### config.mk
export PLATFORM = sky130hd
export DESIGN_NAME = cmm_back
export DESIGN_NICKNAME = d
export VERILOG_FILES = /design/src/rtl/cmm_pkg.sv /design/src/rtl/cmm_back.sv
export SDC_FILE = /design/constraint.sdc
export NUM_CORES = 1
export LEC_CHECK = 0
export BUFFER_PORTS_ARGS = -buffer_cell sky130_fd_sc_hd__buf_2
export CORE_MARGIN = 3
export CORE_UTILIZATION = 30
export CTS_BUF_LIST = sky130_fd_sc_hd__clkbuf_8
export DETAILED_ROUTE_END_ITERATION = 8
export PLACE_DENSITY = 0.54
export SLEW_MARGIN = 15
export SYNTH_ARGS = -nofsm -noshare
export SYNTH_HDL_FRONTEND = slang
export SYNTH_SLANG_ARGS = --single-unit
### constraint.sdc
create_clock -name clk -period 3.7 [get_ports clk]
set_clock_uncertainty 0.05 [all_clocks]
set_input_delay 0.37 -clock clk [delete_from_list [all_inputs] [get_ports clk]]
set_output_delay 0.37 -clock clk [all_outputs]
set_load 0.01 [all_outputs]
### src/rtl/cmm_pkg.sv
// Shared constants and types of the centered moving-maximum filter.
package cmm_pkg;

	localparam int MAX_HALF    = 16;
	localparam int SAMPLE_BITS = 8;
	localparam int HALF_REG_W  = 5;
	localparam logic [HALF_REG_W-1:0] HALF_RESET = HALF_REG_W'(7);

	// Window line holds the center plus MAX_HALF samples on each side.
	localparam int DEPTH   = 2 * MAX_HALF + 1;
	localparam int IDX_W   = $clog2(DEPTH);
	localparam int CNT_W   = $clog2(DEPTH + 1);
	localparam int NUM_LVL = $clog2(DEPTH);

	// A job carries up to MAX_HALF+1 results (one flush run).
	localparam int NUM_RES = MAX_HALF + 1;
	localparam int JW      = $clog2(NUM_RES);

	localparam int Q_DEPTH = 2;
	localparam int QPTR_W  = $clog2(Q_DEPTH);
	localparam int QCNT_W  = $clog2(Q_DEPTH + 1);

	typedef struct packed {
		logic          flush;
		logic [JW-1:0] j_first;
		logic [JW-1:0] half;
	} cmm_meta_t;

	typedef struct packed {
		logic [NUM_RES-1:0][SAMPLE_BITS-1:0] vals;
		logic [JW-1:0]                       j_first;
		logic                                flush;
	} cmm_job_t;

	typedef struct packed {
		logic full;
		logic empty;
	} cmm_qstat_t;

endpackage

### src/rtl/cmm_back.sv
// Back end: walks each job's results into the output register.
module cmm_back (
	input  logic                            clk,
	input  logic                            arst_n,
	input  cmm_pkg::cmm_qstat_t             q_stat,
	input  cmm_pkg::cmm_job_t               head_job,
	output logic                            pop,
	output logic                            out_valid,
	input  logic                            out_stall,
	output logic [cmm_pkg::SAMPLE_BITS-1:0] filtered_value,
	output logic                            last_out
);

	cmm_pkg::cmm_job_t               job_q;
	logic                            busy_q;
	logic [cmm_pkg::JW-1:0]          j_q;
	logic                            ov_q;
	logic [cmm_pkg::SAMPLE_BITS-1:0] val_q;
	logic                            last_q;
	logic                            out_free;
	logic                            produce;
	logic                            done;

	assign out_free = !ov_q || !out_stall;
	assign produce  = busy_q && out_free;
	// A plain job gives one result; a flush run counts down to index zero.
	assign done     = !job_q.flush || (j_q == '0);
	assign pop      = !q_stat.empty && (!busy_q || (produce && done));

	assign out_valid      = ov_q;
	assign filtered_value = val_q;
	assign last_out       = last_q;

	always_ff @(posedge clk or negedge arst_n) begin
		if (!arst_n) begin
			busy_q <= 1'b0;
			ov_q   <= 1'b0;
		end else begin
			if (pop) begin
				busy_q <= 1'b1;
			end else if (produce && done) begin
				busy_q <= 1'b0;
			end
			if (produce) begin
				ov_q <= 1'b1;
			end else if (out_free) begin
				ov_q <= 1'b0;
			end
		end
	end

	always_ff @(posedge clk) begin
		if (pop) begin
			job_q <= head_job;
			j_q   <= head_job.j_first;
		end else if (produce && !done) begin
			j_q <= j_q - 1'b1;
		end
		if (produce) begin
			val_q  <= job_q.vals[j_q];
			last_q <= job_q.flush && (j_q == '0);
		end
	end

	a_plain_no_step: assert property (@(posedge clk) disable iff (!arst_n)
		(busy_q && !job_q.flush) |-> (j_q == job_q.j_first))
		else $error("plain job index moved");

	a_index_bound: assert property (@(posedge clk) disable iff (!arst_n)
		busy_q |-> (j_q <= job_q.j_first))
		else $error("result index above the job's first index");

	a_plain_not_last: assert property (@(posedge clk) disable iff (!arst_n)
		(produce && !job_q.flush) |=> !last_q)
		else $error("end-of-line mark on a mid-line result");

endmodule

==> results of run 1 <==
[cells by family (layout without fill, tap and decap cells)]
kind of cell | count (synthesis) | after routing | share of synthesized area
buffers and inverters | 16 | 199 | 0.0187
AOI/OAI and AO/OA | 29 | 29 | 0.0387
DFF | 153 | 153 | 0.770
and+or+nand+nor | 29 | 29 | 0.0271
adders and majority gates | 1 | 1 | 0.00210
muxes | 51 | 51 | 0.139
xor gates and xnor gates | 3 | 3 | 0.00442
[final timing paths]
kind,from,endpoint,depth (start not counted)
setup / recovery,j_q[0],pop,7
setup reg to reg,j_q[0],j_q[1],7
max in group asynchronous,arst_n,out_valid,2
min in group asynchronous,arst_n,busy_q,2
hold / removal,head_job[33],job_q[33],1
hold reg to reg,job_q[137],filtered_value[3],2
[per-stage QoR]
stage	utilization	cell area, um2	total power, W
after global routing	0.392	7480	0.00431
after floorplan	-	5990	0.00261
after global placement	0.370	7060	0.00284
after CTS	0.391	7470	0.00417
after detailed placement	0.370	7060	0.00286
final	0.392	7480	0.00410
[placed cells by master (no fill, tap or decap), types with 4 or more instances in the layout]
cell and instances:
a21oi_1 4, mux2i_1 22, nand2b_1 11, buf_4 7, inv_1 5, a211oi_1 4
clkbuf_8 17, mux2_1 4, buf_2 156, nand2_1 5, a32oi_1 5, nor2_1 5
bufinv_16 4, o21ai_1 5, edfxtp_1 151, mux4_2 22
[routing by layer]
metal  global-route usage  part of all wire  vias to the layer above
met1                0.157              0.43                     1585
met3               0.0438             0.063                       16
met2                0.203              0.49                      119
li1                     -                 -                     1500
met4               0.0437             0.019                        0
met5                    0                 0                        -
[cell type report]
| type | count | share of cell area |
|---|---|---|
| repair buffers | 166 | 0.117 |
| flip-flops and latches | 153 | 0.613 |
| clock buffers | 17 | 0.0313 |
| multi-input cells | 113 | 0.171 |
| clock inverters | 12 | 0.0216 |
| inverters | 4 | 0.00234 |
| well taps | 260 | 0.0435 |
[worst max-delay path: stages (launching register included)]
cell and delay, ps:
edfxtp_1 440, inv_4 80, ha_4 130, or3b_4 410, o21ai_4 220, o2bb2ai_4 410
buf_4 310, buf_2 150
[power breakdown]
group          total [W]  switching (W)  internal [W]
Combinational   0.000661       0.000360      0.000301
Sequential       0.00214      0.0000440       0.00210
Clock            0.00130       0.000584      0.000713
[registers in the layout, indices dropped and copies added (netlist names)]
name            count
job_q             137
filtered_value      8
j_q                 5
busy_q              1
last_out            1
out_valid           1
==> impl_metrics.tcl, run 1 <==
set metrics [dict create \
    syn_area_per_cell_um2 21.1 \
    track_usage 0.125 \
    hold_violations 0 \
    portBuffers 156 \
    synth_ff_type "edfxtp_1" \
    hold_path.class "input pin to register" \
    rows 50 \
    power.leakage_nw 2.80 \
    placed_cells 694 \
    syn_nets 430 \
    ys_ff_latch 153 \
    overflow 0 \
    start_util 0.312 \
    layout_setup_ws_ps 668 \
    synth_common_cells "151 x edfxtp_1, 22 x mux2i_1, 22 x mux4_2" \
    synth_edf_count 151 \
    multi_input_area_um2 1280 \
    cts_sinks 153 \
    cts_made_buffers 17 \
    reg2reg_setup_slack_ps 1070 \
    diodes 0 \
    grt_max_degree 48 \
    cts-root-buf "clkbuf_8" \
    post-dp-hpwl_um 9300 \
    h-tree-depth 4 \
    holdWs_ps 56.1 \
    synth_area_leader_cell "edfxtp_1" \
    drt_iter0_drc 157 \
    dieArea_um2 21600 \
    rsz0062_at_grt "no" \
    totalWireLength_um 13400 \
    ys_seq_area_frac 0.770 \
    crit_arrival_ps 2610 \
    path_clk_slew_ps 80 \
    drtAntennaViolNets 0 \
    ir_worst_vdd_mv 0.271 \
    fmax_ghz 0.330 \
    yosysUniqueCellTypes 37 \
    gp_congestion 0.731 \
    avgRoutedWirePerCell_um 18.5 \
    cp-start-kind "register" \
    yosysWarnings 0 \
    drive_above_1_share 0.471 \
    core_um2 19100 \
    setup-violations-final 0 \
    path_max_fanout 25 \
    routed-via-count 3220 \
    vias_per_cell 4.44 \
    tns_ps 0 \
    die_h_um 147 \
    synth_area_leaders "edfxtp_1 76%, mux4_2 8.3%, mux2i_1 3.7%, nand2b_1 1.2%, mux4_1 0.88%" \
    cts_tree "built" \
    dieWidth_um 147 \
    cts_setup_buffers 0 \
    max_slew_margin 0.431 \
    grt_pass1_vias 3513 \
    finalCritPeriodShare 0.819 \
    pre_cts_ws_ps 1030 \
    clockBufferDepth 2 \
    cts_resized 0 \
    power_density_nw_per_um2 548 \
    fin_cells 725 \
    antenna_found_initial 0 \
    tightest_slew_ps 852 \
    drcViolationCount 0 \
    regArea_um2 4580 \
    areaGrowthSynthToFinish_pct 25.7 \
    yosysMostFrequentCell "edfxtp_1" \
    grt_pass1_wl_um 20000 \
    run_status "finished clean" \
    ys_async_sr_fraction 0.0131 \
    nNetsFinal 603 \
    critPathCaptureType "output pin" \
    worstSkewPairLatency_ps 430 \
    period_minus_slack_ps 3030 \
    required_ps 3280 \
    timing_worst_setup_path_type "register to output pin" \
    max_cap_violations 0 \
    first_pass_iters 4 \
    drv_slew 0 \
    nFillCells 1777 \
    postCtsHoldBufs 1 \
    syn_area_um2 5950 \
    io_pins 158 \
    synth_top_area_frac 0.762 \
    synthCells 282 \
]
Note: power is estimated with default switching activity, not from simulation.
==> run 2, diff against run 1 <==
- clock period: 3.7 -> 2.7 ns (I/O delays scaled with it)
==> run 2 against run 1 <==
Wire length increased by 14%. Register-to-register slack got worse by 930 ps. Non-clock buffer count increased by 141. Sequential cell count unchanged. Count of clock-buffer cells in the layout unchanged. Die area unchanged. Global-route usage increased by 1.9 points. First-iteration DRC count increased by 13%. Combinational power increased by 68%.
==> impl_metrics.tcl, run 2 (synthesis gave the netlist of run 1 again) <==
set metrics [dict create \
    run_status "finished clean" \
    power.leakage_nw 3.44 \
    critPathCaptureType "output pin" \
    critical-path-max-stage-delay_ps 470 \
    crit-reg2reg-capture "j_q[1]" \
    drt_iter0_drc 178 \
    nNetsFinal 744 \
    overflow 0 \
    hp-start "out_stall" \
    die_h_um 147 \
    pre_cts_ws_ps 197 \
    cts_made_buffers 17 \
    grt_pass1_wl_um 23400 \
    totalWireLength_um 15300 \
    drv_slew 0 \
    ir_worst_vdd_mv 0.316 \
    fmax_ghz 0.387 \
    grt_max_degree 56 \
    top_register "job_q" \
    dieWidth_um 147 \
    routed-via-count 3802 \
    cts_sinks 153 \
    h-tree-depth 4 \
    cts-root-buf "clkbuf_8" \
    io_pins 158 \
    grt_pass1_vias 4285 \
    timing_worst_setup_path_type "register to output pin" \
    swShare 0.240 \
    min_path_cells 3 \
    period_minus_slack_ps 2580 \
    crit_arrival_ps 2260 \
    vias_per_cell 4.38 \
    start_util 0.312 \
    r2r_cells 8 \
    portBuffers 156 \
    max_cap_violations 0 \
    max_slew_margin 0.667 \
    rsz0062_at_grt "no" \
    switchingPower_w 0.00143 \
    first_pass_iters 4 \
    crit_chain "inv_4, ha_4, or3b_4, o21ai_4, o2bb2ai_4, buf_12, buf_2" \
    combPwrFrac 0.187 \
    dieArea_um2 21600 \
    power_density_nw_per_um2 662 \
    r2r_start "j_q[0]" \
    worstHoldEndpoint "out_valid" \
    holdWs_ps 57.0 \
    cpMaxStageDelayCell "edfxtp_1" \
    gp_congestion 0.747 \
    post-dp-hpwl_um 9000 \
    hold_violations 0 \
    mostFrequentLayoutCell "buf_2" \
    tightest_slew_ps 499 \
    worstSkewPairLatency_ps 440 \
    drcViolationCount 0 \
    nFillCells 1652 \
    drtAntennaViolNets 0 \
    track_usage 0.145 \
    path_max_fanout 12 \
    cts_tree "built" \
    layout_common_cells "156 x buf_2, 151 x edfxtp_1, 139 x dlygate4sd3_1" \
    power.total_w 0.00594 \
    clockBufferDepth 2 \
    layout_setup_ws_ps 118 \
    largest_register_ffs 137 \
    areaGrowthSynthToFinish_pct 50.8 \
    diodes 0 \
    path_clk_slew_ps 80 \
    required_ps 2380 \
    seqPwrFrac 0.494 \
    hold_path.class "input pin to register" \
    reg2reg_setup_slack_ps 140 \
    p_clk_frac 0.320 \
    intPower_w 0.00452 \
    antenna_found_initial 0 \
    setup-violations-final 0 \
    core_um2 19100 \
    finalCritPeriodShare 0.956 \
    rows 50 \
    drive_above_1_share 0.367 \
    cp-start-kind "register" \
    avgRoutedWirePerCell_um 17.6 \
]
[run 2: changes by cell type in the layout (fill, tap and decap cells not counted)]
cell           delta
buf_12            +2
bufbuf_16         +1
bufinv_16         +1
clkbuf_16         +1
clkinv_4          -1
dlygate4sd3_1   +137
inv_1             +2
[run 2: routing by layer]
metal / vias up / GRT usage / share of wire / wire length (um)
met5: - / 0 / 0 / 0
met4: 0 / 0.0437 / 0.014 / 208
li1: 1784 / - / - / -
met2: 122 / 0.252 / 0.51 / 7870
met3: 18 / 0.0472 / 0.051 / 786
met1: 1878 / 0.171 / 0.42 / 6430
[run 2: what timing repair did]
| action | CTS | global route |
|---|---|---|
| hold buffers | 139 | 0 |
| setup endpoints to repair | 1 | 1 |
| gates cloned | 1 | 1 |
| pin swaps | 0 | 0 |
| hold endpoints to repair | 140 | 0 |
| gates resized for setup | 0 | 0 |
| buffers inserted | 1 | 1 |
[run 2: stage by stage]
| step | util | std cells | instance area (um2) | setup TNS, ps |
|---|---|---|---|---|
| CTS | 0.469 | 866 | 8940 | 0 |
| global route | 0.470 | 868 | 8970 | 0 |
| floorplan | - | 282 | 5990 | -106990 |
| detailed placement | 0.371 | 694 | 7090 | 0 |
| global placement | 0.371 | 694 | 7090 | 0 |
| finish | 0.470 | 868 | 8970 | 0 |
[run 2: worst max-delay path by stage]
stage / cells after the start / slack, ps / end / start
floorplan: 10 / -1060 / j_q[0] / j_q[0]
global placement: 7 / 240 / pop / j_q[0]
detailed placement: 7 / 200 / pop / j_q[0]
CTS: 7 / 3 / pop / j_q[0]
global route: 7 / 7 / pop / j_q[0]
finish: 7 / 120 / pop / j_q[0]
[run 2: layout make-up]
type,count,area [um2],share of cell area
clock buffer,17,234,0.0261
multi-input combinational,113,1280,0.143
clock inverter,14,190,0.0212
timing repair buffer,307,2340,0.261
sequential,153,4580,0.511
inverter,4,17.5,0.00195
tap,260,325,0.0362
[run 2: critical path: cells and delay by family (launching register included)]
kind	cells	cell delay (ps)
buffers and inverters	3	400
adder cells (fa/ha/maj)	1	130
flip-flops	1	470
AO/OA/AOI/OAI	2	400
AND/OR/NAND/NOR	1	410
[run 2: power by group through the flow]
stage          registers (W)  logic [W]  clock network, W
3_3_place_gp         0.00298   0.000928                 0
2_1_floorplan        0.00300   0.000579                 0
6_report             0.00293    0.00111           0.00190
5_1_grt              0.00295    0.00121           0.00206
4_1_cts              0.00293    0.00112           0.00197
3_5_place_dp         0.00299   0.000941                 0
