[config.mk]
export PLATFORM = sky130hd
export DESIGN_NAME = cmm_fifo
export DESIGN_NICKNAME = d
export VERILOG_FILES = /design/src/rtl/cmm_pkg.sv /design/src/rtl/cmm_fifo.sv
export SDC_FILE = /design/constraint.sdc
export NUM_CORES = 1
export LEC_CHECK = 0
export ABC_AREA = 1
export BUFFER_PORTS_ARGS = -buffer_cell sky130_fd_sc_hd__buf_2
export CELL_PAD_IN_SITES_DETAIL_PLACEMENT = 1
export CELL_PAD_IN_SITES_GLOBAL_PLACEMENT = 1
export CORE_ASPECT_RATIO = 0.6
export CORE_MARGIN = 10
export CORE_UTILIZATION = 48
export DETAILED_ROUTE_END_ITERATION = 10
export PLACE_DENSITY_LB_ADDON = 0.12
export SLEW_MARGIN = 15
export SYNTH_ARGS = -nofsm -noshare
export SYNTH_HDL_FRONTEND = slang
export SYNTH_SLANG_ARGS = --single-unit
[constraint.sdc]
create_clock -name clk -period 12.1 [get_ports clk]
set_clock_uncertainty 0.1 [all_clocks]
set_input_delay 2.42 -clock clk [delete_from_list [all_inputs] [get_ports clk]]
set_output_delay 2.42 -clock clk [all_outputs]
set_load 0.05 [all_outputs]
[src/rtl/cmm_pkg.sv]
// Shared constants and types of the centered moving-maximum filter.
package cmm_pkg;

	localparam int MAX_HALF    = 16;
	localparam int SAMPLE_BITS = 8;
	localparam int HALF_REG_W  = 5;
	localparam logic [HALF_REG_W-1:0] HALF_RESET = HALF_REG_W'(7);

	// Window line holds the center plus MAX_HALF samples on each side.
	localparam int DEPTH   = 2 * MAX_HALF + 1;
	localparam int IDX_W   = $clog2(DEPTH);
	localparam int CNT_W   = $clog2(DEPTH + 1);
	localparam int NUM_LVL = $clog2(DEPTH);

	// A job carries up to MAX_HALF+1 results (one flush run).
	localparam int NUM_RES = MAX_HALF + 1;
	localparam int JW      = $clog2(NUM_RES);

	localparam int Q_DEPTH = 2;
	localparam int QPTR_W  = $clog2(Q_DEPTH);
	localparam int QCNT_W  = $clog2(Q_DEPTH + 1);

	typedef struct packed {
		logic          flush;
		logic [JW-1:0] j_first;
		logic [JW-1:0] half;
	} cmm_meta_t;

	typedef struct packed {
		logic [NUM_RES-1:0][SAMPLE_BITS-1:0] vals;
		logic [JW-1:0]                       j_first;
		logic                                flush;
	} cmm_job_t;

	typedef struct packed {
		logic full;
		logic empty;
	} cmm_qstat_t;

endpackage

[src/rtl/cmm_fifo.sv]
// Two-entry job queue between the front end and the result sequencer.
module cmm_fifo (
	input  logic                clk,
	input  logic                arst_n,
	input  logic                push,
	input  cmm_pkg::cmm_job_t   push_job,
	input  logic                pop,
	output cmm_pkg::cmm_job_t   head_job,
	output cmm_pkg::cmm_qstat_t stat
);

	cmm_pkg::cmm_job_t          mem_q [cmm_pkg::Q_DEPTH];
	logic [cmm_pkg::QPTR_W-1:0] wr_ptr_q;
	logic [cmm_pkg::QPTR_W-1:0] rd_ptr_q;
	logic [cmm_pkg::QCNT_W-1:0] count_q;

	assign stat.full  = (count_q == cmm_pkg::QCNT_W'(cmm_pkg::Q_DEPTH));
	assign stat.empty = (count_q == '0);
	assign head_job   = mem_q[rd_ptr_q];

	always_ff @(posedge clk or negedge arst_n) begin
		if (!arst_n) begin
			wr_ptr_q <= '0;
			rd_ptr_q <= '0;
			count_q  <= '0;
		end else begin
			if (push) begin
				wr_ptr_q <= (wr_ptr_q == cmm_pkg::QPTR_W'(cmm_pkg::Q_DEPTH - 1)) ?
					'0 : wr_ptr_q + 1'b1;
			end
			if (pop) begin
				rd_ptr_q <= (rd_ptr_q == cmm_pkg::QPTR_W'(cmm_pkg::Q_DEPTH - 1)) ?
					'0 : rd_ptr_q + 1'b1;
			end
			if (push && !pop) begin
				count_q <= count_q + 1'b1;
			end else if (pop && !push) begin
				count_q <= count_q - 1'b1;
			end
		end
	end

	always_ff @(posedge clk) begin
		if (push) begin
			mem_q[wr_ptr_q] <= push_job;
		end
	end

	a_no_push_full: assert property (@(posedge clk) disable iff (!arst_n)
		push |-> !stat.full)
		else $error("job pushed into a full queue");

	a_no_pop_empty: assert property (@(posedge clk) disable iff (!arst_n)
		pop |-> !stat.empty)
		else $error("job popped from an empty queue");

	a_count_range: assert property (@(posedge clk) disable iff (!arst_n)
		count_q <= cmm_pkg::QCNT_W'(cmm_pkg::Q_DEPTH))
		else $error("queue occupancy out of range");

endmodule

==> results of run 1 <==
power groups by stage:
stage,clock (mW),sequential [mW],combinational (mW)
after CTS,0.773,1.40,1.60
after floorplan,0,1.41,1.28
final,0.752,1.39,1.58
after detailed placement,0,1.42,1.60
after global placement,0,1.40,1.58
after global routing,0.813,1.42,1.64
layout by cell type (no fill, tap or decap):
cell	instances
clkinv_1	3
nand2_1	5
edfxtp_1	284
inv_1	6
clkbuf_16	27
diode_2	7
clkbuf_1	9
nor2_1	2
mux2_2	72
clkinv_4	1
buf_2	289
clkinv_2	5
nor2_4	1
buf_4	5
xnor2_1	1
dfrtp_4	1
xor2_1	2
ha_1	1
mux2_4	70
nand3_1	1
dfrtp_1	3
inv_6	1
nand4_1	1
worst max-delay path, cell delays in order, from the launching register on:
cell and delay, ps:
dfrtp_4 660, buf_4 800, mux2_2 430, buf_2 220
worst max path at each step:
stage                     depth (start not counted)      from  slack [ps]       endpoint
after detailed placement                          5      push        7140    mem_q[0][4]
after CTS                                         3  rd_ptr_q        6770  head_job[121]
final                                             3  rd_ptr_q        6830  head_job[121]
after global placement                            5      push        7220   mem_q[0][10]
after global routing                              3  rd_ptr_q        6700  head_job[121]
after floorplan                                   2      push        2950    mem_q[0][0]
flip-flops by register name, indices dropped and copies added (netlist names):
register / flops
mem_q: 284
rd_ptr_q: 1
count_q: 2
wr_ptr_q: 1
cells by family after synthesis:
group | Yosys count | share of synthesized area [%]
adder cells (fa/ha/maj) | 1 | 0.1166
flip-flops | 288 | 80.39
multiplexers | 142 | 17.35
XOR/XNOR | 3 | 0.2449
AND/OR/NAND/NOR | 10 | 0.3847
buffers and inverters | 23 | 1.516
cell type report:
class                           instances  share of cell area [%]
Clock buffer                           36                   5.364
Antenna cell                            7                  0.1324
Timing Repair Buffer                  294                   11.22
Inverter                                7                  0.2365
Tap cell                              286                   2.706
Sequential cell                       288                   65.26
Multi-Input combinational cell        156                   14.74
Clock inverter                          9                  0.3406
metal layers:
| metal | part of all wire (%) | up-vias | global-route usage (%) |
|---|---|---|---|
| li1 | - | 2468 | - |
| met1 | 40 | 2738 | 21.27 |
| met2 | 49 | 162 | 28.75 |
| met3 | 9.3 | 30 | 6.782 |
| met4 | 1.5 | 6 | 3.474 |
| met5 | 0.15 | - | 0 |
==> flow_summary.ini, run 1 <==
[cells_and_area]
multi_input_area_um2 = 1949
utilization_pct = 60.07
drive_above_1_share_pct = 59.75
final_cell_count_no_fill = 1083
syn_to_final_growth_pct = 23.23
design.final.nets = 921
layout.filler_cells = 1971
final_design_area_no_fill_um2 = 13230
layout.area.seq_um2 = 8632

[power]
power_density_nw_per_um2 = 281.5
power.switching_fraction_pct = 41.37
post-layout-total-power_mw = 3.723
power.combinational.fraction_pct = 42.3
clock_power_share_pct = 20.2
power_frac_seq_pct = 37.5
leakage_nw = 5.180
ir_drop_mv = 0.2009
p_int_mw = 2.183
net-switching-power_mw = 1.540

[setup_path]
timing_worst_setup_path_type = register to output pin
worst_ep_required_time_ps = 9580
rr_startpoint = wr_ptr_q
crit_arrival_ps = 2750
worst_r2r_path_depth = 3
setup.reg_to_reg.worst_slack_ps = 9350
startpoint_type = register
worst_r2r_endpoint = mem_q[0][133]
crit_path_max_fanout = 60
critical_path.endpoint_type = output pin

[placement]
placement.io_buffers = 289
place.detailed.hpwl_um = 18740
detailedPlace.worstSlack_ps = 7143
routability_driven_placement_congestion_ratio = 0.7421
placedCellCount = 1031
detailed_place.area_um2 = 12450

[clock_tree]
cts_setup_buffers = 0
cts_tree = built
clock_insertion_delay_worst_skew_ps = 520
cts_htree_levels = 1
clock_sink_count = 288
clock-root-buffer = clkbuf_16
cts_hold_fix_bufs = 0
cts_resized = 0
clk_pin_slew_worst_setup_hold_paths_ps = 60
clk_path_buf_depth = 3
numCtsBuffers = 27

[min_path]
hold-path-endpoint = wr_ptr_q
holdCritPathClass = register to register
hold-path-cell-count = 1
hold_path.startpoint = wr_ptr_q

[timing]
fmax_mhz = 189.9
hold-worst-slack_ps = 450.8
final_tns_setup_ps = 0
report.final.setup_viol = 0
rsz0062_at_grt = false
final.setup.worst_slack_ps = 6835
maxSlewHeadroom_pct = 25.15
min_period_ps = 5265
tightest_slew_ps = 1123
timing_max_transition_violations_final = 0
timing.final.crit_share_pct = 43.51
final_count_of_hold_timing_violations = 0

[logic_synthesis]
post_synth_num_cell_types = 14
ys_seq_area_share_pct = 80.39
synth.top_cell.area_share_pct = 79.46
syn_avg_cell_area_um2 = 22.98
synthFlopType = edfxtp_1
share_of_synthesized_flip_flops_with_an_asynchronous_set_or_reset_pct = 1.389
netlist_instances = 467
mappedNetlistArea_um2 = 10730
synth_edf_count = 284
synth_top_area_cell = edfxtp_1
cell_types_occupying_the_most_area_after_synthesis = edfxtp_1, mux2_4, mux2_2
synth.ff_latch_count = 288
post-synth-top-count-cell = edfxtp_1
yosys_warn_count = 0
netlist_top_cells_count = edfxtp_1, mux2_2, mux2_4
syn_nets = 614

[grt]
global_route.overflow_total = 0
grt_pass1_wl_um = 37850
grt_antenna_before_repair = 10
first_global_vias = 6026
gr-usage-all-layers_pct = 17.33
grt_start_max_net_pins = 82

[die]
initial_core_util_pct = 48.74
dieWidth_um = 213.0
fp.dieArea_um2 = 28940
row_count = 42
floorplan.die.height_um = 135.8
core_area_um2 = 22020
ios = 290

[detailed_routing]
drtAntennaViolNets = 0
drt-total-wl_um = 26110
drt_drc_violations_left = 0
drt_iter0_drc = 296
vias_per_cell = 4.990
via_count = 5404
drt_pre_antenna_iters = 4
routed_wire_length_per_instance_um = 24.11

[outcome]
run_status = finished clean

[run]
drv.max_cap_violation_count = 0
No activity file was read; power rests on OpenSTA's default activity.
==> inputs of run 2 (changes only) <==
--- a/config.mk
+++ b/config.mk
@@ -5,13 +5,13 @@
 export SDC_FILE = /design/constraint.sdc
 export NUM_CORES = 1
 export LEC_CHECK = 0
-export ABC_AREA = 1
+export ABC_AREA = 0
 export BUFFER_PORTS_ARGS = -buffer_cell sky130_fd_sc_hd__buf_2
 export CELL_PAD_IN_SITES_DETAIL_PLACEMENT = 1
 export CELL_PAD_IN_SITES_GLOBAL_PLACEMENT = 1
 export CORE_ASPECT_RATIO = 0.6
 export CORE_MARGIN = 10
-export CORE_UTILIZATION = 48
+export CORE_UTILIZATION = 44
 export DETAILED_ROUTE_END_ITERATION = 10
 export PLACE_DENSITY_LB_ADDON = 0.12
 export SLEW_MARGIN = 15
==> constraint.sdc (replaced) <==
create_clock -name clk -period 5.39 [get_ports clk]
set_clock_uncertainty 0.1 [all_clocks]
set_input_delay 1.078 -clock clk [delete_from_list [all_inputs] [get_ports clk]]
set_output_delay 1.078 -clock clk [all_outputs]
set_load 0.05 [all_outputs]
==> flow_summary.ini, run 2 <==
[outcome]
run_status = finished clean

[setup_path]
worst_r2r_path_depth = 2
worst_r2r_endpoint = mem_q[1][14]
crit_path_max_fanout = 44
timing_worst_setup_path_type = register to output pin
setup.reg_to_reg.worst_slack_ps = 3190
crit_arrival_ps = 2610
worst_ep_required_time_ps = 4210
rr_startpoint = wr_ptr_q
startpoint_type = register
critical_path.endpoint_type = output pin

[logic_synthesis]
synth.ff_latch_count = 288
synthFlopType = edfxtp_1
share_of_synthesized_flip_flops_with_an_asynchronous_set_or_reset_pct = 1.389
post-synth-top-count-cell = edfxtp_1
synth_top_area_cell = edfxtp_1
syn_avg_cell_area_um2 = 23.39
syn_nets = 605
netlist_instances = 458
synth_edf_count = 284
mappedNetlistArea_um2 = 10710
ys_seq_area_share_pct = 80.54
post_synth_num_cell_types = 13
yosys_warn_count = 0
netlist_top_cells_count = edfxtp_1, mux2_2, mux2_4
synth.top_cell.area_share_pct = 79.61
cell_types_occupying_the_most_area_after_synthesis = edfxtp_1, mux2_4, mux2_2

[power]
leakage_nw = 5.221
power_density_nw_per_um2 = 634.2
ir_drop_mv = 0.3290
post-layout-total-power_mw = 8.510

[die]
fp.dieArea_um2 = 31190
ios = 290
initial_core_util_pct = 44.53
dieWidth_um = 221.4
core_area_um2 = 24060
row_count = 44
floorplan.die.height_um = 140.9

[detailed_routing]
routed_wire_length_per_instance_um = 22.77
drt_pre_antenna_iters = 4
drt-total-wl_um = 25430
drtAntennaViolNets = 0
vias_per_cell = 4.790
via_count = 5350
drt_drc_violations_left = 0
drt_iter0_drc = 360

[cells_and_area]
largest_reg_flops = 284
drive_above_1_share_pct = 60.86
final_design_area_no_fill_um2 = 13420
syn_to_final_growth_pct = 25.25
commonest_cells_after_routing_fill_and_taps_aside = buf_2, edfxtp_1, mux2_2
register_with_the_highest_flop_count = mem_q
design.final.nets = 913
final_common_cell = buf_2
reg_top3 = mem_q x284, count_q x2

[grt]
grt_pass1_wl_um = 37250
global_route.overflow_total = 0
busiest_layer = met2
globalRouteMet3Util_pct = 5.141
grt_start_max_net_pins = 87
grt_antenna_before_repair = 9
global_route.usage.met2_pct = 25.78
grt_util_met1_pct = 19.20
first_global_vias = 5979
gr-usage-all-layers_pct = 15.39

[clock_tree]
clock_insertion_delay_worst_skew_ps = 530
clock-root-buffer = clkbuf_16
clk_pin_slew_worst_setup_hold_paths_ps = 60
cts_setup_buffers = 0
cts_tree = built
numCtsBuffers = 28
cts_htree_levels = 1
cts_hold_fix_bufs = 0
clock_sink_count = 288
cts_resized = 0
clk_path_buf_depth = 3

[placement]
detailed_place.area_um2 = 12510
place.detailed.hpwl_um = 18340
routability_driven_placement_congestion_ratio = 0.8144
placement.io_buffers = 289

[timing]
rsz0062_at_grt = false
fmax_mhz = 264.2
timing_max_transition_violations_final = 0
hold-worst-slack_ps = 240.1
report.final.setup_viol = 0
min_period_ps = 3785
timing.final.crit_share_pct = 70.22
final_tns_setup_ps = 0
final_count_of_hold_timing_violations = 0
maxSlewHeadroom_pct = 40.48
tightest_slew_ps = 892.8

[min_path]
holdCritPathClass = primary input to asynchronous set/reset pin

[run]
drv.max_cap_violation_count = 0
[run 2: cell types whose count changed after synthesis, moves of 2 or more]
| cell | delta |
|---|---|
| inv_1 | -6 |
| nand2_1 | -5 |
| nor2b_1 | +2 |
| xor2_1 | +2 |
[run 2: cell families (layout without fill, tap and decap cells)]
kind of cell,count (synthesis),after routing,share of synthesized area [%]
flip-flops,288,288,80.54
multiplexers,142,142,17.38
buffers and inverters,17,346,1.308
XOR/XNOR,5,5,0.4088
AND/OR/NAND/NOR,5,5,0.2453
adder cells (fa/ha/maj),1,1,0.1168
other,0,8,0
[run 2: per-stage QoR]
step           utilization (%)  setup slack (ps)  cells
2_1_floorplan                -             72.76    458
3_3_place_gp             52.02              2179   1058
3_5_place_dp             52.02              2115   1058
4_1_cts                  55.69              1548   1109
5_1_grt                  55.72              1457   1112
6_report                 55.77              1605   1117
[run 2: final cells by class]
class	instances	area (µm²)
Antenna cell	8	20.02
Multi-Input combinational cell	153	1954
Clock buffer	33	740.7
Timing Repair Buffer	294	1521
Inverter	1	3.754
Sequential cell	288	8632
Tap cell	322	402.9
Clock inverter	18	142.6
Fill cell	2212	10640
[run 2: worst max path at each step]
| stage | from | endpoint | slack (ps) | cells after the start |
|---|---|---|---|---|
| 2_1_floorplan | push | mem_q[0][0] | 70 | 1 |
| 5_1_grt | rd_ptr_q | head_job[25] | 1460 | 3 |
| 3_5_place_dp | rd_ptr_q | head_job[25] | 2110 | 3 |
| 3_3_place_gp | rd_ptr_q | head_job[31] | 2180 | 3 |
| 4_1_cts | rd_ptr_q | head_job[25] | 1550 | 3 |
| 6_report | rd_ptr_q | head_job[25] | 1610 | 3 |
[run 2: worst max-delay path: stages (launching register included)]
cell     delay, ps
dfrtp_4        870
buf_4          570
mux2_2         410
buf_2          220
[run 2: report_power, final]
part	internal [mW]	switching, mW
logic	1.01	2.49
clock network	1.07	0.779
registers	2.98	0.181
[run 2: per-layer routing]
metal  routed length (µm)  vias to the layer above
met3                 1920                       31
met5                   11                        -
met2                12520                      169
li1                     -                     2447
met4                  316                        2
met1                10670                     2701
